--- src/design/cbs_ram.sv ---
module cbs_ram #(
  parameter  int unsigned Width = 8,
  parameter  int unsigned Depth = 16,
  localparam int unsigned AddrW = (Depth > 1) ? $clog2(Depth) : 1
) (
  input  logic             clk_i,
  input  logic             wr_en_i,
  input  logic [AddrW-1:0] wr_addr_i,
  input  logic [Width-1:0] wdata_i,
  input  logic             rd_en_i,
  input  logic [AddrW-1:0] rd_addr_i,
  output logic [Width-1:0] rdata_o
);

  logic [Width-1:0] mem_q [Depth];
  logic [Width-1:0] rdata_q;

  always_ff @(posedge clk_i) begin
    if (wr_en_i) begin
      mem_q[wr_addr_i] <= wdata_i;
    end
    if (rd_en_i) begin
      rdata_q <= mem_q[rd_addr_i];
    end
  end

  assign rdata_o = rdata_q;

endmodule

--- config.mk ---
export PLATFORM = sky130hd
export DESIGN_NAME = cbs_ram
export DESIGN_NICKNAME = d
export VERILOG_FILES = /design/src/design/cbs_ram.sv
export SDC_FILE = /design/constraint.sdc
export NUM_CORES = 1
export LEC_CHECK = 0
export BUFFER_PORTS_ARGS = -buffer_cell sky130_fd_sc_hd__buf_2
export CORE_UTILIZATION = 55
export CTS_CLUSTER_SIZE = 28
export DETAILED_ROUTE_END_ITERATION = 8
export GPL_TIMING_DRIVEN = 0
export PLACE_DENSITY = 0.69
export SETUP_SLACK_MARGIN = 0.4
export SLEW_MARGIN = 20
export SYNTH_ARGS = -nofsm -noshare
export SYNTH_HDL_FRONTEND = slang
export SYNTH_SLANG_ARGS = --single-unit
--- constraint.sdc ---
create_clock -name clk_i -period 2 [get_ports clk_i]
set_input_delay 0.1 -clock clk_i [delete_from_list [all_inputs] [get_ports clk_i]]
set_output_delay 0.1 -clock clk_i [all_outputs]
set_load 0.05 [all_outputs]
# == After elaboration in Yosys (flattened, before gate mapping) ==
# Memories as Yosys holds them, arrays and structs flattened. A register that Yosys moved wholly into a read port is not among the register bits.
# Index checks and enable logic that the tools add are counted.
# op_classes
addsub,0
mul,0
div,0
n_lt_le_gt_ge,0
eq_ne,0
shift,0
muxes,2
bitwise_logic,0
reduce_logical,0
# ops
operator,n
$mux W1,2
# totals
regBits,0
latch_bits,0
ram_bits,128
mem_bits_ro,0
in_bits,19
out_inout_bits,8
n_memories,1
# memory_table
name,words,width,rd,rd_clocked_by_memory_dff,wr,line,source
mem_q,16,8,1,1,1,15,logic [Width-1:0] mem_q [Depth];

# == Longest topological paths before layout ==
# depth
word_depth,2
ltp_mapped,5
ltp_nobuf,3

# == Least setup slack after synthesis ==
# OpenSTA, ideal clock, no wires.
# synth_timing
kind,input -> register
from,input wr_addr_i[2]
to,memory mem_q[0][0] (enable)
arrival_ps,1210
required_ps,1617
slack_ps,407
cell_stages,2
n_path_buf,0
path_cell_list,or3b_2 nor3_1
# synth_rtl
item,line,source
"start, declared",8,"input logic [AddrW-1:0] wr_addr_i,"
"end, declared",15,
# Straight into the memory's write port.

==> flow_summary.ini <==
[critical_path]
crit_type = flop to flop
worstPathArrival_ps = 1810
crit_path_cell_trace = mux4_2 -> a22oi_1 -> nand2_1
cp_max_fo = 1
crit_required_ps = 2250
worst_setup_path_end_kind = flop
startpoint_type = flop
cp_slowest_stage_delay_ps = 510
slowest_stage = mux4_2

[grt]
grt_pass1_vias = 2432
grt.total_usage_pct = 21.8
grt_use_met3_pct = 5.97
top_usage_layer = met2
antenna_found_initial = 0
overflow = 0
grt_use_met2_pct = 32.7
grt_pass1_wl_mm = 14.3
met1_usage_pct = 30.4
grt_max_degree = 17

[cts]
cts.sinks = 136
numCtsBuffers = 17
cts_tree = done
cts_htree_levels = 4
path_clk_slew_ps = 60
clk-insertion-delay-late_ps = 510
cts_setup_buffers = 0
cts.path.max_buffers = 2
cts-root-buf = clkbuf_8

[pwr]
power.leakage_nw = 2.11
power_density_mw_per_mm2 = 1130
ir_drop_mv = 0.756

[die]
die_y_um = 99.5
ios = 27
start_util_pct = 56.6
dieArea_mm2 = 0.00990
die_w_um = 99.5
core.rowCount = 35
core_area_mm2 = 0.00924

[placed_design]
dp_hpwl_mm = 5.95
gp_congestion = 0.713
io_buffers = 25
placedInstanceArea_mm2 = 0.00553
dp.cells = 383

[detailed_routing]
wirelength_mm = 9.69
vias = 2432
via_per_inst = 5.75
post-route-drc-count = 0
first_pass_iters = 4
first_iter_violations = 212
ant_nets = 0
wl_per_cell_um = 22.9

[logic_synthesis]
netlist_area_mm2 = 0.00523
ys_ff_latch = 136
avgSynthCellArea_um2 = 22.8
yosysUniqueCellTypes = 18
yosysWarnings = 0
synth_cells = 229
syn_nets = 248
ys_seq_area_share_pct = 78.1

[hold_path]
min_path_type = input port to flop

[layout]
final_layout_size_suffix_gt1_share_pct = 29.3
nNetsFinal = 300
final_cells = 423
area_growth_pct = 20.2
n_antenna_cell = 0
final_common_cell = edfxtp_1
final_util_pct = 68.0
fin_area_mm2 = 0.00628
layout_common_cells = 136 x edfxtp_1, 28 x buf_2, 18 x mux4_2

[flow_run]
maxCapViolCount = 0

[sta]
min_period_over_period_pct = 78.0
final.setup_skew_ps = 9.95
hold_violations = 0
rsz0062_at_grt = no
fmax_ghz = 0.641
maxSlewHeadroom_pct = 45.1
worst_pin_slew_ps = 820
final-max-slew-violation-count = 0
fin_crit_ps = 1560
final-setup-viol-count = 0

[outcome]
status = completed
## final timing paths
check | from | end | slack, ps | depth (start not counted)
worst max-delay path | mem_q[7][7] | rdata_o[7] | 440 | 3
worst min-delay path | wdata_i[7] | mem_q[4][7] | 20 | 1
worst max register to register | mem_q[7][7] | rdata_o[7] | 440 | 3
worst min register to register | mem_q[11][4] | rdata_o[4] | 750 | 3
## cells in the mapped netlist
master,instances,area [µm²]
mux4_2,18,405
nor2b_1,1,6.26
nand3_1,1,5.00
and2b_1,1,7.51
a22oi_1,16,120
nand2b_1,2,12.5
nand3b_1,2,15.0
or3b_2,1,8.76
nand2_1,9,33.8
buf_2,3,15.0
buf_6,3,33.8
nor2_1,13,48.8
edfxtp_1,136,4080
clkdlybuf4s25_2,3,30.0
nor3_1,4,20.0
mux4_1,14,368
and2_1,1,6.26
buf_4,1,7.51
## sequential cells by signal, indices dropped and copies added (netlist names)
name     flops
mem_q      128
rdata_o      8
## critical path: cells and delay by family (launching register included)
family	cells	cell delay, ps
AND/OR/NAND/NOR	1	120
multiplexers	1	510
AO/OA/AOI/OAI	1	310
flip-flops	1	360
## cells by family (layout without fill, tap and decap cells)
kind of cell,after synthesis,after routing,share of synthesized area [%]
flip-flops,136,136,78.1
AO/OA/AOI/OAI,16,16,2.30
buffers and inverters,10,75,1.65
multiplexers,32,32,14.8
AND/OR/NAND/NOR,35,35,3.14
## per-stage QoR
stage	power (W)	setup WS, ps	TNS (ps)	hold slack (ps)
2_1_floorplan	0.00349	407	0	199
3_3_place_gp	0.00362	-161	-1280	436
3_5_place_dp	0.00363	197	0	441
4_1_cts	0.00711	438	0	5.58
5_1_grt	0.00727	409	0	8.64
6_report	0.00708	439	0	19.6
## per-layer routing
| metal | part of all wire, % | vias to the layer above |
|---|---|---|
| met4 | 2.2 | 0 |
| met5 | 0 | - |
| met2 | 48 | 94 |
| met1 | 45 | 1237 |
| li1 | - | 1087 |
| met3 | 4.7 | 14 |
## power breakdown
part | switching, W | internal (W) | leakage, nW
Combinational | 0.000224 | 0.000134 | 0.556
Sequential | 0.0000137 | 0.00321 | 1.24
Clock | 0.00110 | 0.00239 | 0.322
## what timing repair did
item                                   4_1_cts  5_1_grt
hold buffers                                 8        0
endpoints found under the hold margin      119        0
resized for setup                            0        0
## cell type report
class                           instances  area (µm²)
Sequential cell                       136        4080
Fill cell                             578        2960
Multi-Input combinational cell         83        1080
Clock buffer                           18         418
Clock inverter                         14         251
Timing Repair Buffer                   33         205
Tap cell                              129         161
Buffer                                 10        86.3
No activity file was read; power rests on OpenSTA's default activity.
