--- src/design/cbs_pkg.sv ---
package cbs_pkg;

  localparam int unsigned SizeW = 32;
  localparam int unsigned CntW  = 64;

  typedef enum logic [2:0] {
    CMD_ADD         = 3'd0,
    CMD_HOLE        = 3'd1,
    CMD_REDACTED    = 3'd2,
    CMD_ERROR       = 3'd3,
    CMD_READ_BIN    = 3'd4,
    CMD_READ_TOTALS = 3'd5
  } cmd_e;

  // decoded word handed from the front to the back
  typedef struct packed {
    cmd_e             cmd;
    logic [SizeW-1:0] logical_size;
    logic [SizeW-1:0] physical_size;
    logic [SizeW-1:0] allocated_size;
    logic             is_embedded;
    logic             unknown;
  } op_t;

  // the six sums kept per bin and for the totals
  typedef struct packed {
    logic [CntW-1:0] blocks;
    logic [CntW-1:0] logical;
    logic [CntW-1:0] physical;
    logic [CntW-1:0] allocated;
    logic [CntW-1:0] emb_blocks;
    logic [CntW-1:0] emb_logical;
  } sums_t;

  typedef struct packed {
    logic [CntW-1:0] holes;
    logic [CntW-1:0] redacted;
    logic [CntW-1:0] errors;
    logic [CntW-1:0] unknown;
  } events_t;

  localparam int unsigned SumsW = $bits(sums_t);

  function automatic sums_t sums_add(sums_t a, sums_t b);
    sums_t r;
    r.blocks      = a.blocks + b.blocks;
    r.logical     = a.logical + b.logical;
    r.physical    = a.physical + b.physical;
    r.allocated   = a.allocated + b.allocated;
    r.emb_blocks  = a.emb_blocks + b.emb_blocks;
    r.emb_logical = a.emb_logical + b.emb_logical;
    return r;
  endfunction

endpackage

--- src/design/cbs_if.sv ---
interface cbs_in_if;
  logic        valid;
  logic        ready;
  logic [2:0]  command;
  logic [7:0]  comp_code;
  logic [31:0] logical_size;
  logic [31:0] physical_size;
  logic [31:0] allocated_size;
  logic        is_embedded;

  modport source (
    output valid, command, comp_code, logical_size, physical_size, allocated_size,
           is_embedded,
    input  ready
  );
  modport sink (
    input  valid, command, comp_code, logical_size, physical_size, allocated_size,
           is_embedded,
    output ready
  );
endinterface


--- src/design/cbs_front.sv ---
module cbs_front #(
  parameter  int unsigned NUM_CODES = 17,
  localparam int unsigned BinW      = $clog2(NUM_CODES)
) (
  input  logic            clk_i,
  input  logic            rst_ni,
  cbs_in_if.sink          in_i,
  output logic            op_valid_o,
  output cbs_pkg::op_t    op_o,
  output logic [BinW-1:0] bin_o,
  input  logic            op_pop_i
);

  localparam logic [7:0] CodeLimit = 8'(NUM_CODES);
  localparam logic [1:0] QFull     = 2'd2;

  logic         legal;
  logic         push;
  cbs_pkg::op_t op_new;
  logic [BinW-1:0] bin_new;

  cbs_pkg::op_t    op_q  [2];
  logic [BinW-1:0] bin_q [2];
  logic            wr_ptr_q, rd_ptr_q;
  logic [1:0]      count_q, count_d;

  assign legal = (in_i.command inside {cbs_pkg::CMD_ADD, cbs_pkg::CMD_HOLE,
                                       cbs_pkg::CMD_REDACTED, cbs_pkg::CMD_ERROR,
                                       cbs_pkg::CMD_READ_BIN, cbs_pkg::CMD_READ_TOTALS});

  // out-of-range codes fold into bin 0
  always_comb begin
    op_new.cmd            = cbs_pkg::cmd_e'(in_i.command);
    op_new.logical_size   = in_i.logical_size;
    op_new.physical_size  = in_i.physical_size;
    op_new.allocated_size = in_i.allocated_size;
    op_new.is_embedded    = in_i.is_embedded;
    op_new.unknown        = (in_i.comp_code >= CodeLimit);
    bin_new               = op_new.unknown ? '0 : in_i.comp_code[BinW-1:0];
  end

  assign in_i.ready = (count_q != QFull);
  // undefined commands are taken and dropped here
  assign push       = in_i.valid && in_i.ready && legal;

  always_comb begin
    count_d = count_q;
    case ({push, op_pop_i})
      2'b10:   count_d = count_q + 2'd1;
      2'b01:   count_d = count_q - 2'd1;
      default: count_d = count_q;
    endcase
  end

  always_ff @(posedge clk_i or negedge rst_ni) begin
    if (!rst_ni) begin
      count_q  <= '0;
      wr_ptr_q <= 1'b0;
      rd_ptr_q <= 1'b0;
    end else begin
      count_q <= count_d;
      if (push) begin
        wr_ptr_q <= ~wr_ptr_q;
      end
      if (op_pop_i) begin
        rd_ptr_q <= ~rd_ptr_q;
      end
    end
  end

  always_ff @(posedge clk_i) begin
    if (push) begin
      op_q[wr_ptr_q]  <= op_new;
      bin_q[wr_ptr_q] <= bin_new;
    end
  end

  assign op_valid_o = (count_q != 2'd0);
  assign op_o       = op_q[rd_ptr_q];
  assign bin_o      = bin_q[rd_ptr_q];

endmodule

--- src/flat_wrapper.sv ---
// flat-port wrapper written by rule: the top's interface ports become plain ports
module cbs_front_flat 
#(
  parameter  int unsigned NUM_CODES = 17,
  localparam int unsigned BinW      = $clog2(NUM_CODES)
)
  (clk_i, rst_ni, op_valid_o, op_o, bin_o, op_pop_i, in_i_valid, in_i_command, in_i_comp_code, in_i_logical_size, in_i_physical_size, in_i_allocated_size, in_i_is_embedded, in_i_ready);
  cbs_in_if in_i_i ();
  input  logic clk_i;
  input  logic rst_ni;
  output logic op_valid_o;
  output cbs_pkg::op_t op_o;
  output logic [BinW-1:0] bin_o;
  input  logic op_pop_i;
  input wire logic [$bits(in_i_i.valid)-1:0] in_i_valid;
  input wire logic [$bits(in_i_i.command)-1:0] in_i_command;
  input wire logic [$bits(in_i_i.comp_code)-1:0] in_i_comp_code;
  input wire logic [$bits(in_i_i.logical_size)-1:0] in_i_logical_size;
  input wire logic [$bits(in_i_i.physical_size)-1:0] in_i_physical_size;
  input wire logic [$bits(in_i_i.allocated_size)-1:0] in_i_allocated_size;
  input wire logic [$bits(in_i_i.is_embedded)-1:0] in_i_is_embedded;
  output wire logic [$bits(in_i_i.ready)-1:0] in_i_ready;
  assign in_i_i.valid = in_i_valid;
  assign in_i_i.command = in_i_command;
  assign in_i_i.comp_code = in_i_comp_code;
  assign in_i_i.logical_size = in_i_logical_size;
  assign in_i_i.physical_size = in_i_physical_size;
  assign in_i_i.allocated_size = in_i_allocated_size;
  assign in_i_i.is_embedded = in_i_is_embedded;
  assign in_i_ready = in_i_i.ready;
  cbs_front #(.NUM_CODES(NUM_CODES)) u_core (.clk_i(clk_i), .rst_ni(rst_ni), .in_i(in_i_i), .op_valid_o(op_valid_o), .op_o(op_o), .bin_o(bin_o), .op_pop_i(op_pop_i));
endmodule
--- config.mk ---
export PLATFORM = sky130hd
export DESIGN_NAME = cbs_front_flat
export DESIGN_NICKNAME = d
export VERILOG_FILES = /design/src/design/cbs_pkg.sv /design/src/design/cbs_if.sv /design/src/design/cbs_front.sv /design/src/flat_wrapper.sv
export SDC_FILE = /design/constraint.sdc
export NUM_CORES = 1
export LEC_CHECK = 0
export BUFFER_PORTS_ARGS = -buffer_cell sky130_fd_sc_hd__buf_2
export CAP_MARGIN = 25
export CELL_PAD_IN_SITES_DETAIL_PLACEMENT = 2
export CELL_PAD_IN_SITES_GLOBAL_PLACEMENT = 2
export CORE_MARGIN = 10
export CORE_UTILIZATION = 41
export CTS_CLUSTER_DIAMETER = 200
export DETAILED_ROUTE_END_ITERATION = 10
export PLACE_DENSITY_LB_ADDON = 0.1
export SYNTH_ARGS = -nofsm -noshare
export SYNTH_HDL_FRONTEND = slang
export SYNTH_SLANG_ARGS = --single-unit
--- constraint.sdc ---
create_clock -name clk_i -period 11.1 [get_ports clk_i]
set_input_delay 0 -clock clk_i [delete_from_list [all_inputs] [get_ports clk_i]]
set_output_delay 0 -clock clk_i [all_outputs]
set_load 0.05 [all_outputs]
Word-level counts from Yosys, hierarchy flattened:

Memory sizes are Yosys's and may differ from the RTL's.
Index checks and enable logic that the tools add are counted.
Widths: inputs -> output; s select.

* bits in registers: 4
* memory bits (writable): 212
* input port bits: 112
* output and inout bits: 108
* logic and storage cells: 28
* memories kept: 2

Memories
* u_core.op_q: words 2, bits a word 101, read ports 1, clocked after memory_dff 0, wr ports 1, line cbs_front.sv:22 `cbs_pkg::op_t op_q [2];`
* u_core.bin_q: words 2, bits a word 5, read ports 1, clocked after memory_dff 0, wr ports 1, line cbs_front.sv:23 `logic [BinW-1:0] bin_q [2];`

* $add $sub $neg: 2
* magnitude comparators: 1
* equality and inequality tests: 8
* muxes and demuxes: 4
* bitwise operators: 2
* reductions and logical operators: 6

Operator list (number)
* $ge 8x5->1 const B: 1
* $eq 3x2->1 const B: 2
* $eq 3x3->1 const B: 2
* $reduce_bool 6->1: 1
* $mux 5: 1
* $pmux 2 s2: 1
* $reduce_bool 2->1: 2
* $eq 3x1->1 const B: 1
* $logic_not 3->1: 1
* $add 2x1->2 const B: 1
* $eq 2x1->1 const B: 1
* $eq 2x2->1 const B: 1
* $logic_and 1x1->1: 2
* $mux 1: 2
* $ne 2x2->1 const B: 1
* $not 1->1: 2
* $sub 2x1->2 const B: 1

Logic depth before layout (Yosys ltp):

* depth in word-level cells: 5
* mapped depth: 6
* depth with buffers taken out: 6

Worst setup path before layout:

Ideal clock, no wire load.

* kind: reg2reg
* start: reg u_core.count_q[0]
* end: mem u_core.bin_q[0][0] (netlist bit) (enable)
* setup time: 0.572 ns
* arrival time: 5.559 ns
* required time: 10.528 ns
* path slack: 4.968 ns
* stages on the path, launching flop included: 4
* path buffers: 0
* period minus slack after synthesis: 6.132 ns
* path through: dfrtp_1 > nand2b_1 > nand3_1 > nor2_1

* word-level cells in the longest chain between the ends: 5

RTL lines
* start, declared: line cbs_front.sv:25 `logic [1:0] count_q, count_d;`
* start signal, assigned: line cbs_front.sv:61 `count_q <= count_d;`
* $ne 2x2->1: line cbs_front.sv:42 `assign in_i.ready = (count_q != QFull);`
* net in_i_ready: line flat_wrapper.sv:22 `output wire logic [$bits(in_i_i.ready)-1:0] in_i_ready;`
* $logic_and 1x1->1 (2 in a row): line cbs_front.sv:44 `assign push = in_i.valid && in_i.ready && legal;`
* $mux 1: line cbs_front.sv:72 `if (push) begin`
* $mux 1 (not written as such): line cbs_front.sv:74 `bin_q[wr_ptr_q] <= bin_new;`
* end, declared: line cbs_front.sv:23

The timed path passes the listed nets, and every way through them passes these cells.

Final worst setup path:

* start: reg u_core.count_q[0]
* end: mem u_core.op_q[1][67] (netlist bit) (enable)

* word-level cells in the longest chain between the ends: 5

RTL lines
* $ne 2x2->1: line cbs_front.sv:42
* $logic_and 1x1->1 (2 in a row): line cbs_front.sv:44
* $mux 1: line cbs_front.sv:72
* $mux 1 (not written as such): line cbs_front.sv:73 `op_q[wr_ptr_q] <= op_new;`
* end, declared: line cbs_front.sv:22

No other way between the ends.

==> results.md <==
Placed design:
- The final weighted congestion of routability-driven global placement is 0.7098.
- The count of buffers inserted at the top-level ports is 219.
- After legalization and detailed placement, the total HPWL measured 14020 µm.
- The post-placement setup slack is 8.142 ns.

Job:
- The total of max-cap violations is 0.

Global routing:
- The number of antenna violations at the first check in global routing came to 2.
- The overflow left after global routing is 0.
- Entering global routing, the biggest net connects 61 pins.
- In the global route stage, overall resource usage came out at 17.83%.
- The number of global-route vias before repair came to 5572.
- The first global-routing pass estimated 35210 µm of wire.

Clock tree:
- Clock-pin slew was measured on the worst setup and hold paths at 0.06 ns.
- TritonCTS built the clock tree.
- The post-cts repair resize count is 0.
- CTS built an H-tree with a depth of 1.
- The cell chosen for the clock root is sky130_fd_sc_hd__clkbuf_16.
- The latest clock arrival within the worst-skew pair is 0.52 ns.
- The number of sinks on the clock net is 216.
- The number of CTS-inserted buffers is 23.
- The maximum root-to-sink buffer count is 3.

Logic synthesis:
- The synthesized design contains 216 register bits.
- After synthesis, flip-flops and latches occupy 80.69% of the total area.
- By area the synthesized netlist is led by sky130_fd_sc_hd__edfxtp_1 (79%), sky130_fd_sc_hd__mux2_2 (11%), sky130_fd_sc_hd__mux2_4 (5.6%), sky130_fd_sc_hd__dfrtp_1 (1.2%), sky130_fd_sc_hd__buf_6 (0.70%).
- The simple-gate area share of the yosys netlist is 1.015%.
- Summed over all instances, the cell type with the most area after synthesis is sky130_fd_sc_hd__edfxtp_1.
- The combinational family with the most area after synthesis is multiplexers.
- Yosys printed 0 warnings.
- The mapped netlist covers 8014 µm².
- The parity-gate share of the synthesized area counting xor and xnor cells is 0.5464%.
- The number of nets produced by synthesis is 471.
- Summed over its instances, the top area cell type makes up 79.44% of the synthesized netlist area.
- The post-synthesis share of cell area spent on full adders, half adders and majority gates is 0.1561%.
- The number of distinct library cells after synthesis is 20.
- The gate count after technology mapping is 358.
- After synthesis, the share of cell area in mux cells is 16.30%.
- A synthesized cell averages 22.39 µm².
- Summing the areas of all compound-gate instances in the mapped netlist gives 0.06245% of the synthesized area.

STA:
- The number of endpoints with negative hold slack in the final report is 0.
- The worst path meets setup with 8.084 ns of slack.
- The final number of max-transition violations is 0.
- The setup TNS is 0 ns.
- Setup violations remaining at the end of the flow were counted as 0.
- Dividing the final minimum period by the clock period gives 27.17%.
- The worst setup skew after layout is 0.01790 ns.
- Setup repair after global routing left no endpoint under its margin.
- In this run the tightest slew margin relative to its limit is 43.54%.
- Based on the critical path, the design can be clocked at up to 331.6 MHz.
- The smallest clock period supported by the final layout is computed as 3.016 ns.
- For the pin with the worst max-slew slack, the measured transition is 0.8470 ns.

Hold path:
- The type of the worst min-delay path is in -> reg.

Die:
- The area of the core is 19330 µm².
- During I/O placement, the number of pins put on the boundary was 220.
- The cell row count is 51.
- The die outline area is 25540 µm².
- The initial standard-cell utilization of the core is 41.45%.
- The floorplan die width is 159.8 µm.
- The overall die height is 159.8 µm.

Drt:
- After the first detailed-routing iteration, the DRC count stood at 155.
- The detailed-route wire length is 23280 µm.
- After detailed routing, the average wire length per cell comes to 23.47 µm.
- The post-route antenna net violation count is 0.
- The number of vias per cell after detailed routing is 4.689.
- The total number of vias is 4651.
- The count of TritonRoute iterations in the first routing pass is 4.
- In the routed design, unresolved DRC markers number 0.

Outcome:
- The run finished with clean final reports.

Setup path:
- STA puts the critical path data arrival time at 3.14 ns.
- The kind of start point of the critical path is a flop.
- The worst register-to-register path has a setup slack of 8.08 ns.
- The critical path in this run is classified as reg -> reg.
- In this run the worst path has a maximum fanout of 51.
- Data on the critical path is required at its endpoint by 11.23 ns.
- The worst setup path is captured at a flop.

Power:
- Total power for the finished layout comes to 3.123 mW.
- Registers are responsible for 36.6% of the overall power.
- The switching power of the nets is 1.275 mW.
- In this run the static leakage power is 4.318 nW.
- The worst-case IR drop observed on VDD is 0.1394 mV.
- The internal portion of the total power is 1.849 mW.
- The fraction of power spent switching nets is 40.81%.
- The total power per unit cell area is 277.8 nW/µm².
- In this run, the combinational gates consume 40.7% of the power.
- The clock share of power is 22.7%.

Layout:
- At the end of the flow, the number of nets in the layout was 821.
- After filler insertion, the fill cell instance count of the layout stands at 1663.
- The layout overhead on the synthesized area is 40.30%.
- The library cell used most frequently in the layout, excluding fill and tap cells, is sky130_fd_sc_hd__buf_2.
- The fraction of final layout cells with drive strength greater than 1 is 50.21%.
- In the layout the commonest cells are sky130_fd_sc_hd__buf_2 (219), sky130_fd_sc_hd__edfxtp_1 (212), sky130_fd_sc_hd__dlygate4sd3_1 (112).
[worst paths after layout]
path	start	endpoint	cells past startpoint
max	u_core.count_q[0]$_DFFE_PN0P_	u_core.op_q[1][67]$_DFFE_PP_	5
min	in_i_physical_size[10]	u_core.op_q[0][44]$_DFFE_PP_	2
max reg2reg	u_core.count_q[0]$_DFFE_PN0P_	u_core.op_q[1][67]$_DFFE_PP_	5
min reg2reg	u_core.count_q[1]$_DFFE_PN0P_	u_core.count_q[1]$_DFFE_PN0P_	1
max in group asynchronous	rst_ni	u_core.rd_ptr_q$_DFFE_PN0P_	3
min in group asynchronous	rst_ni	u_core.count_q[1]$_DFFE_PN0P_	3
[kinds of logic after synthesis]
family,after synthesis
adder cells (fa/ha/maj),1
AO/OA/AOI/OAI,1
buffers and inverters,14
multiplexers,106
XOR/XNOR,5
AND/OR/NAND/NOR,15
flip-flops,216
[through the flow]
step | area (µm²) | hold WS, ns | instances | utilization (%)
2_1_floorplan | 8014 | -0.2956 | 358 | -
3_3_place_gp | 9407 | -0.1917 | 835 | 48.65
3_5_place_dp | 9434 | -0.1887 | 836 | 48.79
4_1_cts | 11240 | 0.1878 | 990 | 58.12
5_1_grt | 11240 | 0.2120 | 992 | 58.15
6_report | 11240 | 0.2107 | 992 | 58.15
[sequential cells by signal, summed over array words and instances, names as in the netlist]
name / cells
u_core.bin_q: 10
u_core.count_q: 2
u_core.op_q: 202
u_core.rd_ptr_q: 1
u_core.wr_ptr_q: 1
[synthesized netlist by cell type]
cell	instances
sky130_fd_sc_hd__edfxtp_1	212
sky130_fd_sc_hd__mux2_2	76
sky130_fd_sc_hd__mux2_4	30
sky130_fd_sc_hd__buf_2	7
sky130_fd_sc_hd__buf_6	5
sky130_fd_sc_hd__and2_1	4
sky130_fd_sc_hd__dfrtp_1	4
sky130_fd_sc_hd__nor2_1	3
sky130_fd_sc_hd__xnor2_1	3
sky130_fd_sc_hd__inv_1	2
sky130_fd_sc_hd__nor4_1	2
sky130_fd_sc_hd__xor2_1	2
sky130_fd_sc_hd__and3_1	1
sky130_fd_sc_hd__ha_1	1
sky130_fd_sc_hd__nand2_1	1
sky130_fd_sc_hd__nand2b_1	1
sky130_fd_sc_hd__nand3_1	1
sky130_fd_sc_hd__nor3_1	1
sky130_fd_sc_hd__o21ai_0	1
sky130_fd_sc_hd__or2_2	1
[power groups by stage]
stage	Clock, mW	Sequential (mW)	Combinational, mW
detailed placement	0	1.16	1.25
finish	0.710	1.14	1.27
CTS	0.723	1.14	1.28
global route	0.770	1.16	1.33
global placement	0	1.14	1.22
floorplan	0	1.13	0.990
[what timing repair did]
action	in CTS	in global routing
hold endpoints to repair	219	0
buffers inserted	0	0
hold buffers	112	0
[final cells by class]
| cell class | instances | area, µm² | area share [%] |
|---|---|---|---|
| sequential | 216 | 6470 | 57.55 |
| timing repair buffer | 337 | 2282 | 20.30 |
| multi-input combinational | 128 | 1464 | 13.02 |
| clock buffer | 32 | 609.3 | 5.420 |
| tap | 265 | 331.6 | 2.949 |
| clock inverter | 10 | 73.82 | 0.6566 |
| inverter | 2 | 7.507 | 0.06677 |
| antenna | 2 | 5.005 | 0.04451 |
[worst max-delay path, stage by stage (launching register included)]
cell and delay (ns):
sky130_fd_sc_hd__dfrtp_1 0.46, sky130_fd_sc_hd__nand2b_1 0.18, sky130_fd_sc_hd__nand3_1 0.28, sky130_fd_sc_hd__nor2_4 0.37
sky130_fd_sc_hd__buf_4 0.60, sky130_fd_sc_hd__buf_4 0.69
[layer usage]
layer,part of all wire (%),up-vias,GRT usage (%)
met4,2.2,0,5.175
li1,-,2123,-
met2,55,156,33.44
met3,6.2,33,4.859
met1,36,2339,19.12
met5,0,-,0
No activity file was read; power rests on OpenSTA's default activity.
