==> src/design/cbs_pkg.sv <==
package cbs_pkg;

  localparam int unsigned SizeW = 32;
  localparam int unsigned CntW  = 64;

  typedef enum logic [2:0] {
    CMD_ADD         = 3'd0,
    CMD_HOLE        = 3'd1,
    CMD_REDACTED    = 3'd2,
    CMD_ERROR       = 3'd3,
    CMD_READ_BIN    = 3'd4,
    CMD_READ_TOTALS = 3'd5
  } cmd_e;

  // decoded word handed from the front to the back
  typedef struct packed {
    cmd_e             cmd;
    logic [SizeW-1:0] logical_size;
    logic [SizeW-1:0] physical_size;
    logic [SizeW-1:0] allocated_size;
    logic             is_embedded;
    logic             unknown;
  } op_t;

  // the six sums kept per bin and for the totals
  typedef struct packed {
    logic [CntW-1:0] blocks;
    logic [CntW-1:0] logical;
    logic [CntW-1:0] physical;
    logic [CntW-1:0] allocated;
    logic [CntW-1:0] emb_blocks;
    logic [CntW-1:0] emb_logical;
  } sums_t;

  typedef struct packed {
    logic [CntW-1:0] holes;
    logic [CntW-1:0] redacted;
    logic [CntW-1:0] errors;
    logic [CntW-1:0] unknown;
  } events_t;

  localparam int unsigned SumsW = $bits(sums_t);

  function automatic sums_t sums_add(sums_t a, sums_t b);
    sums_t r;
    r.blocks      = a.blocks + b.blocks;
    r.logical     = a.logical + b.logical;
    r.physical    = a.physical + b.physical;
    r.allocated   = a.allocated + b.allocated;
    r.emb_blocks  = a.emb_blocks + b.emb_blocks;
    r.emb_logical = a.emb_logical + b.emb_logical;
    return r;
  endfunction

endpackage

==> src/design/cbs_if.sv <==


interface cbs_out_if;
  logic        valid;
  logic        ready;
  logic [63:0] block_count;
  logic [63:0] logical_sum;
  logic [63:0] physical_sum;
  logic [63:0] allocated_sum;
  logic [63:0] embedded_count;
  logic [63:0] embedded_logical_sum;
  logic [63:0] hole_count;
  logic [63:0] redacted_count;
  logic [63:0] error_count;
  logic [63:0] unknown_count;
  logic        record_is_total;

  modport source (
    output valid, block_count, logical_sum, physical_sum, allocated_sum, embedded_count,
           embedded_logical_sum, hole_count, redacted_count, error_count, unknown_count,
           record_is_total,
    input  ready
  );
  modport sink (
    input  valid, block_count, logical_sum, physical_sum, allocated_sum, embedded_count,
           embedded_logical_sum, hole_count, redacted_count, error_count, unknown_count,
           record_is_total,
    output ready
  );
endinterface

==> src/design/cbs_back.sv <==
module cbs_back #(
  parameter  int unsigned NUM_CODES = 17,
  localparam int unsigned BinW      = $clog2(NUM_CODES)
) (
  input  logic            clk_i,
  input  logic            rst_ni,
  input  logic            op_valid_i,
  input  cbs_pkg::op_t    op_i,
  input  logic [BinW-1:0] bin_i,
  output logic            op_pop_o,
  output logic            ram_rd_en_o,
  output logic [BinW-1:0] ram_rd_addr_o,
  input  cbs_pkg::sums_t  ram_rdata_i,
  output logic            ram_wr_en_o,
  output logic [BinW-1:0] ram_wr_addr_o,
  output cbs_pkg::sums_t  ram_wdata_o,
  cbs_out_if.source       out_o
);

  typedef enum logic [1:0] {
    S_IDLE = 2'b01,
    S_EXEC = 2'b10
  } state_e;

  state_e state_q, state_d;

  cbs_pkg::op_t    op_q;
  logic [BinW-1:0] bin_q;
  logic [NUM_CODES-1:0] bin_valid_q;
  cbs_pkg::sums_t  tot_q;
  cbs_pkg::events_t evt_q, evt_new;

  logic             out_valid_q;
  cbs_pkg::sums_t   out_sums_q, out_sums_d;
  cbs_pkg::events_t out_evt_q;
  logic             out_total_q, out_total_d;

  logic            pop, fire, is_add;
  cbs_pkg::sums_t  bin_cur, bin_new, tot_new, inc;

  assign pop    = (state_q == S_IDLE) && op_valid_i;
  assign fire   = (state_q == S_EXEC) && (!out_valid_q || out_o.ready);
  assign is_add = (op_q.cmd == cbs_pkg::CMD_ADD);

  // an entry never written reads as zero
  assign bin_cur = bin_valid_q[bin_q] ? ram_rdata_i : '0;

  always_comb begin
    inc.blocks      = 64'd1;
    inc.logical     = 64'(op_q.logical_size);
    inc.physical    = 64'(op_q.physical_size);
    inc.allocated   = 64'(op_q.allocated_size);
    inc.emb_blocks  = {63'd0, op_q.is_embedded};
    inc.emb_logical = op_q.is_embedded ? 64'(op_q.logical_size) : 64'd0;
  end

  assign bin_new = cbs_pkg::sums_add(bin_cur, inc);
  assign tot_new = cbs_pkg::sums_add(tot_q, inc);

  always_comb begin
    evt_new     = evt_q;
    out_sums_d  = tot_q;
    out_total_d = 1'b1;
    case (op_q.cmd)
      cbs_pkg::CMD_ADD: begin
        if (op_q.unknown) begin
          evt_new.unknown = evt_q.unknown + 64'd1;
        end
        out_sums_d  = bin_new;
        out_total_d = 1'b0;
      end
      cbs_pkg::CMD_HOLE:     evt_new.holes    = evt_q.holes + 64'd1;
      cbs_pkg::CMD_REDACTED: evt_new.redacted = evt_q.redacted + 64'd1;
      cbs_pkg::CMD_ERROR:    evt_new.errors   = evt_q.errors + 64'd1;
      cbs_pkg::CMD_READ_BIN: begin
        out_sums_d  = bin_cur;
        out_total_d = 1'b0;
      end
      default: ;
    endcase
  end

  always_comb begin
    state_d = state_q;
    case (state_q)
      S_IDLE:  if (pop) state_d = S_EXEC;
      S_EXEC:  if (fire) state_d = S_IDLE;
      default: state_d = S_IDLE;
    endcase
  end

  assign op_pop_o      = pop;
  assign ram_rd_en_o   = pop;
  assign ram_rd_addr_o = bin_i;
  assign ram_wr_en_o   = fire && is_add;
  assign ram_wr_addr_o = bin_q;
  assign ram_wdata_o   = bin_new;

  always_ff @(posedge clk_i or negedge rst_ni) begin
    if (!rst_ni) begin
      state_q     <= S_IDLE;
      bin_valid_q <= '0;
      tot_q       <= '0;
      evt_q       <= '0;
      out_valid_q <= 1'b0;
    end else begin
      state_q <= state_d;
      if (fire) begin
        evt_q       <= evt_new;
        out_valid_q <= 1'b1;
        if (is_add) begin
          tot_q              <= tot_new;
          bin_valid_q[bin_q] <= 1'b1;
        end
      end else if (out_o.ready) begin
        out_valid_q <= 1'b0;
      end
    end
  end

  always_ff @(posedge clk_i) begin
    if (pop) begin
      op_q  <= op_i;
      bin_q <= bin_i;
    end
    if (fire) begin
      out_sums_q  <= out_sums_d;
      out_evt_q   <= evt_new;
      out_total_q <= out_total_d;
    end
  end

  assign out_o.valid                = out_valid_q;
  assign out_o.block_count          = out_sums_q.blocks;
  assign out_o.logical_sum          = out_sums_q.logical;
  assign out_o.physical_sum         = out_sums_q.physical;
  assign out_o.allocated_sum        = out_sums_q.allocated;
  assign out_o.embedded_count       = out_sums_q.emb_blocks;
  assign out_o.embedded_logical_sum = out_sums_q.emb_logical;
  assign out_o.hole_count           = out_evt_q.holes;
  assign out_o.redacted_count       = out_evt_q.redacted;
  assign out_o.error_count          = out_evt_q.errors;
  assign out_o.unknown_count        = out_evt_q.unknown;
  assign out_o.record_is_total      = out_total_q;

endmodule

==> src/flat_wrapper.sv <==
// flat-port wrapper written by rule: the top's interface ports become plain ports
module cbs_back_flat 
#(
  parameter  int unsigned NUM_CODES = 17,
  localparam int unsigned BinW      = $clog2(NUM_CODES)
)
  (clk_i, rst_ni, op_valid_i, op_i, bin_i, op_pop_o, ram_rd_en_o, ram_rd_addr_o, ram_rdata_i, ram_wr_en_o, ram_wr_addr_o, ram_wdata_o, out_o_valid, out_o_block_count, out_o_logical_sum, out_o_physical_sum, out_o_allocated_sum, out_o_embedded_count, out_o_embedded_logical_sum, out_o_hole_count, out_o_redacted_count, out_o_error_count, out_o_unknown_count, out_o_record_is_total, out_o_ready);
  cbs_out_if out_o_i ();
  input  logic clk_i;
  input  logic rst_ni;
  input  logic op_valid_i;
  input  cbs_pkg::op_t op_i;
  input  logic [BinW-1:0] bin_i;
  output logic op_pop_o;
  output logic ram_rd_en_o;
  output logic [BinW-1:0] ram_rd_addr_o;
  input  cbs_pkg::sums_t ram_rdata_i;
  output logic ram_wr_en_o;
  output logic [BinW-1:0] ram_wr_addr_o;
  output cbs_pkg::sums_t ram_wdata_o;
  output wire logic [$bits(out_o_i.valid)-1:0] out_o_valid;
  output wire logic [$bits(out_o_i.block_count)-1:0] out_o_block_count;
  output wire logic [$bits(out_o_i.logical_sum)-1:0] out_o_logical_sum;
  output wire logic [$bits(out_o_i.physical_sum)-1:0] out_o_physical_sum;
  output wire logic [$bits(out_o_i.allocated_sum)-1:0] out_o_allocated_sum;
  output wire logic [$bits(out_o_i.embedded_count)-1:0] out_o_embedded_count;
  output wire logic [$bits(out_o_i.embedded_logical_sum)-1:0] out_o_embedded_logical_sum;
  output wire logic [$bits(out_o_i.hole_count)-1:0] out_o_hole_count;
  output wire logic [$bits(out_o_i.redacted_count)-1:0] out_o_redacted_count;
  output wire logic [$bits(out_o_i.error_count)-1:0] out_o_error_count;
  output wire logic [$bits(out_o_i.unknown_count)-1:0] out_o_unknown_count;
  output wire logic [$bits(out_o_i.record_is_total)-1:0] out_o_record_is_total;
  input wire logic [$bits(out_o_i.ready)-1:0] out_o_ready;
  assign out_o_valid = out_o_i.valid;
  assign out_o_block_count = out_o_i.block_count;
  assign out_o_logical_sum = out_o_i.logical_sum;
  assign out_o_physical_sum = out_o_i.physical_sum;
  assign out_o_allocated_sum = out_o_i.allocated_sum;
  assign out_o_embedded_count = out_o_i.embedded_count;
  assign out_o_embedded_logical_sum = out_o_i.embedded_logical_sum;
  assign out_o_hole_count = out_o_i.hole_count;
  assign out_o_redacted_count = out_o_i.redacted_count;
  assign out_o_error_count = out_o_i.error_count;
  assign out_o_unknown_count = out_o_i.unknown_count;
  assign out_o_record_is_total = out_o_i.record_is_total;
  assign out_o_i.ready = out_o_ready;
  cbs_back #(.NUM_CODES(NUM_CODES)) u_core (.clk_i(clk_i), .rst_ni(rst_ni), .op_valid_i(op_valid_i), .op_i(op_i), .bin_i(bin_i), .op_pop_o(op_pop_o), .ram_rd_en_o(ram_rd_en_o), .ram_rd_addr_o(ram_rd_addr_o), .ram_rdata_i(ram_rdata_i), .ram_wr_en_o(ram_wr_en_o), .ram_wr_addr_o(ram_wr_addr_o), .ram_wdata_o(ram_wdata_o), .out_o(out_o_i));
endmodule
==> config.mk <==
export PLATFORM = sky130hd
export DESIGN_NAME = cbs_back_flat
export DESIGN_NICKNAME = d
export VERILOG_FILES = /design/src/design/cbs_pkg.sv /design/src/design/cbs_if.sv /design/src/design/cbs_back.sv /design/src/flat_wrapper.sv
export SDC_FILE = /design/constraint.sdc
export NUM_CORES = 2
export LEC_CHECK = 0
export BUFFER_PORTS_ARGS = -buffer_cell sky130_fd_sc_hd__buf_2
export CORE_AREA = 2 2 605 607
export DETAILED_ROUTE_END_ITERATION = 10
export DIE_AREA = 0 0 607 609
export PLACE_DENSITY = 0.39
export SKIP_CTS_REPAIR_TIMING = 1
export SYNTH_ARGS = -nofsm -noshare
export SYNTH_HDL_FRONTEND = slang
export SYNTH_SLANG_ARGS = --single-unit
==> constraint.sdc <==
create_clock -name clk_i -period 22.1 [get_ports clk_i]
set_input_delay 4.42 -clock clk_i [delete_from_list [all_inputs] [get_ports clk_i]]
set_output_delay 4.42 -clock clk_i [all_outputs]
set_load 0.03 [all_outputs]
# Yosys cells after proc, flatten, opt, wreduce, memory -nomap -nowiden
# Cells that the tools add are included.
totals:
  latch_bits: 0
  n_memories: 0
  regBits: 1407
  ramBits: 0
  rom_bits: 0
  output_inout_bits: 1039
classes:
  muxes: 18
  n_reduce_logical: 11
  shift: 0
  n_eq_ne: 8
  n_bitwise: 1
  n_mul: 0
  order_cmp: 2
  n_addsub: 16
  n_div: 0
ops:
  columns: ["op", "count"]
  rows:
  - ["$pmux 384 s2", 1]
  - ["$add 64x1->64 const B", 6]
  - ["$add 64x32->64", 6]
  - ["$mux 384", 1]
  - ["$mux 64", 5]
  - ["$add 64x1->64", 2]
  - ["$add 64x64->64", 2]
  - ["$mux 32", 1]
  - ["$or 17x17->17", 1]
  - ["$eq 3x2->1 const B", 2]
  - ["$lt 5x6->1 const B", 1]
  - ["$bmux 1 s5", 1]
  - ["$demux 1 s5", 1]
  - ["$ge 5x1->1 const B", 1]
  - ["$mux 1", 5]
  - ["$logic_and 1x1->1", 4]
  - ["$mux 2", 2]
  - ["$pmux 2 s2", 1]
  - ["$reduce_and 2->1", 2]
  - ["$eq 3x1->1 const B", 1]
  - ["$eq 3x3->1 const B", 1]
  - ["$logic_not 3->1", 1]
  - ["$eq 2x1->1 const B", 1]
  - ["$eq 2x2->1 const B", 1]
  - ["6 further kinds", 6]

# Longest topological paths before layout
logic_depth:
  depth_word: 5
  ltp_mapped: 31
  mapped_depth_nobuf: 20

# Worst setup path before layout
# No wires, ideal clock.
synth_path:
  path_type: "input port to flip-flop"
  from: "input out_o_ready"
  to: "register u_core.evt_q[53] (netlist bit)"
  t_required_ns: 21.949
  setup_slack_ns: -2.038
  path_stages: 7
  arrival_ns: 23.988
  n_path_buf: 2
  path_cell_list: "nand2b_1 -> nand2_1 -> inv_2 -> clkbuf_1 -> clkbuf_1 -> nand2_1 -> xnor2_1"
synth_via:
  elab_chain_len: 2
synth_lines:
  columns: ["element", "line", "source"]
  rows:
  - ["start: declaration", "flat_wrapper.sv:33", "input wire logic [$bits(out_o_i.ready)-1:0] out_o_ready;"]
  - ["$logic_or 1x1->1", "cbs_back.sv:42", "assign fire = (state_q == S_EXEC) && (!out_valid_q || out_o.ready);"]
  - ["$logic_and 1x1->1", "cbs_back.sv:42", null]
  - ["via u_core.fire", "cbs_back.sv:38", "logic pop, fire, is_add;"]
  - ["end signal: assignment", "cbs_back.sv:109", "evt_q <= evt_new;"]
  - ["end: declaration", "cbs_back.sv:31", "cbs_pkg::events_t evt_q, evt_new;"]
# The timed path passes the listed nets, and every way through them passes these cells.
# A chain may end at the register's enable or synchronous reset.

==> results.yml <==
run_status:
  status: "finished with violations"
  violations: "capacitance limit, slew limit"
layout:
  largest_register_ffs: 384
  nNetsFinal: 11200
  drive_gt1_share_pct: 19.7
  largest-register: "u_core.tot_q"
  area_delta_synth_final_pct: 23.6
  stdcell_count: 15600
  fin_area_um2: 105000
timing:
  hold_ws_ns: 0.453
  slew_headroom_pct: -0.0640
  period_share_pct: 62.7
  fin_ws_ns: 8.25
  rsz0062_at_grt: "false"
  finClkSkew_ns: 0.0878
  hold_viol: 0
  finalSetupTns_ns: 0
  fin_crit_ns: 13.85
  tightestPinTransition_ns: 1.50
  drv_slew: 10
  fmax_mhz: 72.2
  setup_viol: 0
critical_path:
  path_cells: "buf_2, nand2_1, inv_1, ha_1, inv_1, or3_1, nor2_1, o2111a_1, nand4_1, nor4_2, nand3_1, or2_2, nor4b_2, nand3_1, xor2_1, nor2_1, buf_2"
  timing.rr.start: "u_core.ram_wr_addr_o[1]"
  end_kind: "output pin"
  path_class: "primary input to output pin"
  max_stage_delay_ns: 0.56
  startpoint_type: "primary input"
  reg2reg_to: "u_core.out_o.physical_sum[62]"
  critical_path_required_ns: 17.68
  slowest_stage: "nor4_2"
  rrSetupSlack_ns: 13.48
  reg2reg_depth: 23
  critPathMaxFanout: 6
  worstPathArrival_ns: 9.43
min_path:
  hold_class: "flop to flop"
  hold_end: "u_core.bin_valid_q[9]"
  min_from: "u_core.bin_valid_q[9]"
  holdPathStages: 1
floorplanning:
  coreArea_um2: 364000
  start_util_pct: 23.3
  dieArea_um2: 370000
  die_w_um: 607
  num_io_pins: 1533
  rows: 222
  dieHeight_um: 609
routing:
  drcViolationCount: 0
  wl_per_cell_um: 30.4
  routed_wl_mm: 473
  drtIter0Drc: 5853
  vias_per_cell: 4.92
  ant_nets: 0
  drtPass1Iterations: 6
  routed-via-count: 76400
cts:
  h-tree-depth: 4
  clkSlewWorstSetupHoldPaths_ns: 0.06
  clock_path_buffers: 4
  cts.sinks: 1407
  numCtsBuffers: 188
  cts_root_buf: "clkbuf_16"
  cts_tree: "built"
  clock_latency_ns: 0.93
global_route:
  grt_max_degree: 155
  grt_antenna_before_repair: 166
  grt_pass1_wl_mm: 636
  grt_util_all_layers_pct: 24.7
  grt_pass1_vias: 75500
  grt_overflow: 0
yosys:
  synthMuxAreaShare_pct: 0.653
  ys_ff_latch: 1407
  yosysWarnings: 0
  yosys.area_share.simple_pct: 20.4
  synthCells: 9012
  synth_cell_type_count: 109
  syn_nets: 9750
  synth_compound_area_share_pct: 11.2
  postSynth.asyncResetShare_pct: 46.9
  syn_area_per_cell_um2: 9.42
  syn-cell-area_um2: 84900
  synth_top_family_by_area: "simple AND/OR/NAND/NOR gates"
  synth_xor_area_share_pct: 15.2
  ys.flop_type: "edfxtp_1"
  synth_edf_count: 747
  seq_area_frac_synth_pct: 45.9
  synthAdderAreaFrac_pct: 3.84
placement:
  dpl.hpwl_mm: 381
  gp_congestion: 0.958
  placed_cell_area_um2: 98200
  placed_cells: 15100
  preCtsSetupSlack_ns: 8.18
  portBuffers: 1532
power:
  pwr_density_cell_nw_per_um2: 82.1
  worst_ir_drop_vdd_v: 0.0000610
  leakagePower_nw: 44.4
flow_run:
  maxCapViolations: 1
-- power by group --
group | switching [W] | internal [W] | leakage [nW]
Sequential | 0.000145 | 0.00295 | 16.0
Clock | 0.00135 | 0.00193 | 3.19
Combinational | 0.00157 | 0.000671 | 25.2
-- kinds of logic (layout without fill, tap and decap cells) --
logic type                 Yosys count  in the layout
AOI/OAI and AO/OA                 1529           1529
xor gates and xnor gates          1475           1475
adders and majority gates          259            259
buffers and inverters              599           2192
DFF                               1407           1407
muxes                               52             52
other                                0            130
and+or+nand+nor                   3691           3691
-- worst max path at each step --
stage / end / start / cells past startpoint
floorplan: u_core.evt_q[53] / out_o_ready / 7
global placement: ram_wdata_o[380] / ram_rdata_i[320] / 17
detailed placement: ram_wdata_o[380] / ram_rdata_i[320] / 17
CTS: ram_wdata_o[380] / ram_rdata_i[320] / 17
global route: ram_wdata_o[250] / u_core.ram_wr_addr_o[1] / 23
finish: ram_wdata_o[380] / ram_rdata_i[320] / 17
-- routing by layer --
| layer | vias to the layer above | wire [um] | GRT usage (%) |
|---|---|---|---|
| met2 | 2776 | 225000 | 41.3 |
| met1 | 38200 | 185000 | 29.0 |
| li1 | 34700 | - | - |
| met3 | 743 | 32000 | 5.44 |
| met5 | - | 330 | 0 |
| met4 | 54 | 29700 | 13.9 |
-- worst max-delay path: cells and delay by family --
kind / cells / cell delay (ns)
fa+ha+maj: 1 / 0.24
simple gates: 10 / 3.58
compound gates: 1 / 0.49
xor+xnor: 1 / 0.17
buf+inv: 4 / 0.51
-- layout by cell type, fill, tap and decap left out, types with 29 or more instances in the layout --
cell          n
o31ai_1      43
nor4_1       59
buf_4       126
nand3_1     403
nand2_1    1370
clkbuf_16   197
a211oi_1     40
nand4_1     204
o21a_1       36
mux2i_1      43
nor3_1      193
o21ai_0     540
and4_1       44
and3_1      181
xnor2_1     814
o21bai_1     36
a31oi_1     108
diode_2     130
buf_2      1531
or3_1        76
edfxtp_1    747
nor2_1      761
xor2_1      659
ha_1        236
clkbuf_1     29
a21oi_1     308
a21o_1      150
nor2b_1      42
dfrtp_1     659
o211ai_1     29
nand2b_1     51
inv_1       168
clkinv_2     33
and2_1      172
-- cell usage after synthesis, types with 11 or more instances --
cell	count	area share, %
a22o_1	11	0.11
mux2i_1	43	0.51
o21a_1	36	0.32
maj3_1	15	0.18
o211ai_1	29	0.26
a21oi_1	309	1.8
nor4b_1	11	0.11
a22oi_1	13	0.11
ha_1	236	3.5
nand3_1	403	2.4
a211o_1	11	0.11
nor3b_1	24	0.21
buf_4	13	0.11
and4_1	44	0.45
clkbuf_1	345	1.5
nand3b_1	12	0.11
nor4_1	59	0.43
a21o_1	150	1.3
a21boi_0	14	0.12
buf_1	30	0.13
or4_1	18	0.16
o22ai_1	25	0.18
nand4_1	204	1.5
inv_1	171	0.76
edfxtp_1	747	26
o21bai_1	36	0.32
nand2b_1	51	0.38
xor2_1	660	6.8
o31ai_1	44	0.39
and3_1	182	1.3
nand2_1	1375	6.1
a31o_2	19	0.20
nor2_1	766	3.4
or2_2	22	0.16
and2_1	172	1.3
buf_2	28	0.16
o21ai_0	545	3.2
a31oi_1	108	0.80
dfrtp_1	659	19
or3_1	76	0.56
nor2b_1	42	0.31
xnor2_1	815	8.4
a211oi_1	41	0.36
nor3_1	193	1.1
-- layout make-up --
class | instances | area (um^2)
Antenna cell | 130 | 325
Clock buffer | 253 | 5410
Clock inverter | 96 | 1090
Fill cell | 39000 | 259000
Inverter | 177 | 689
Multi-Input combinational cell | 7006 | 43700
Sequential cell | 1407 | 38900
Tap cell | 4816 | 6030
Timing Repair Buffer | 1666 | 8780
-- metrics by stage --
step                power (W)  utilization (%)
floorplan             0.00449                -
global placement      0.00538             27.0
finish                0.00862             28.9
CTS                   0.00874             28.8
detailed placement    0.00539             27.0
global route          0.00900             28.8
Power figures use the tool's default switching activity.
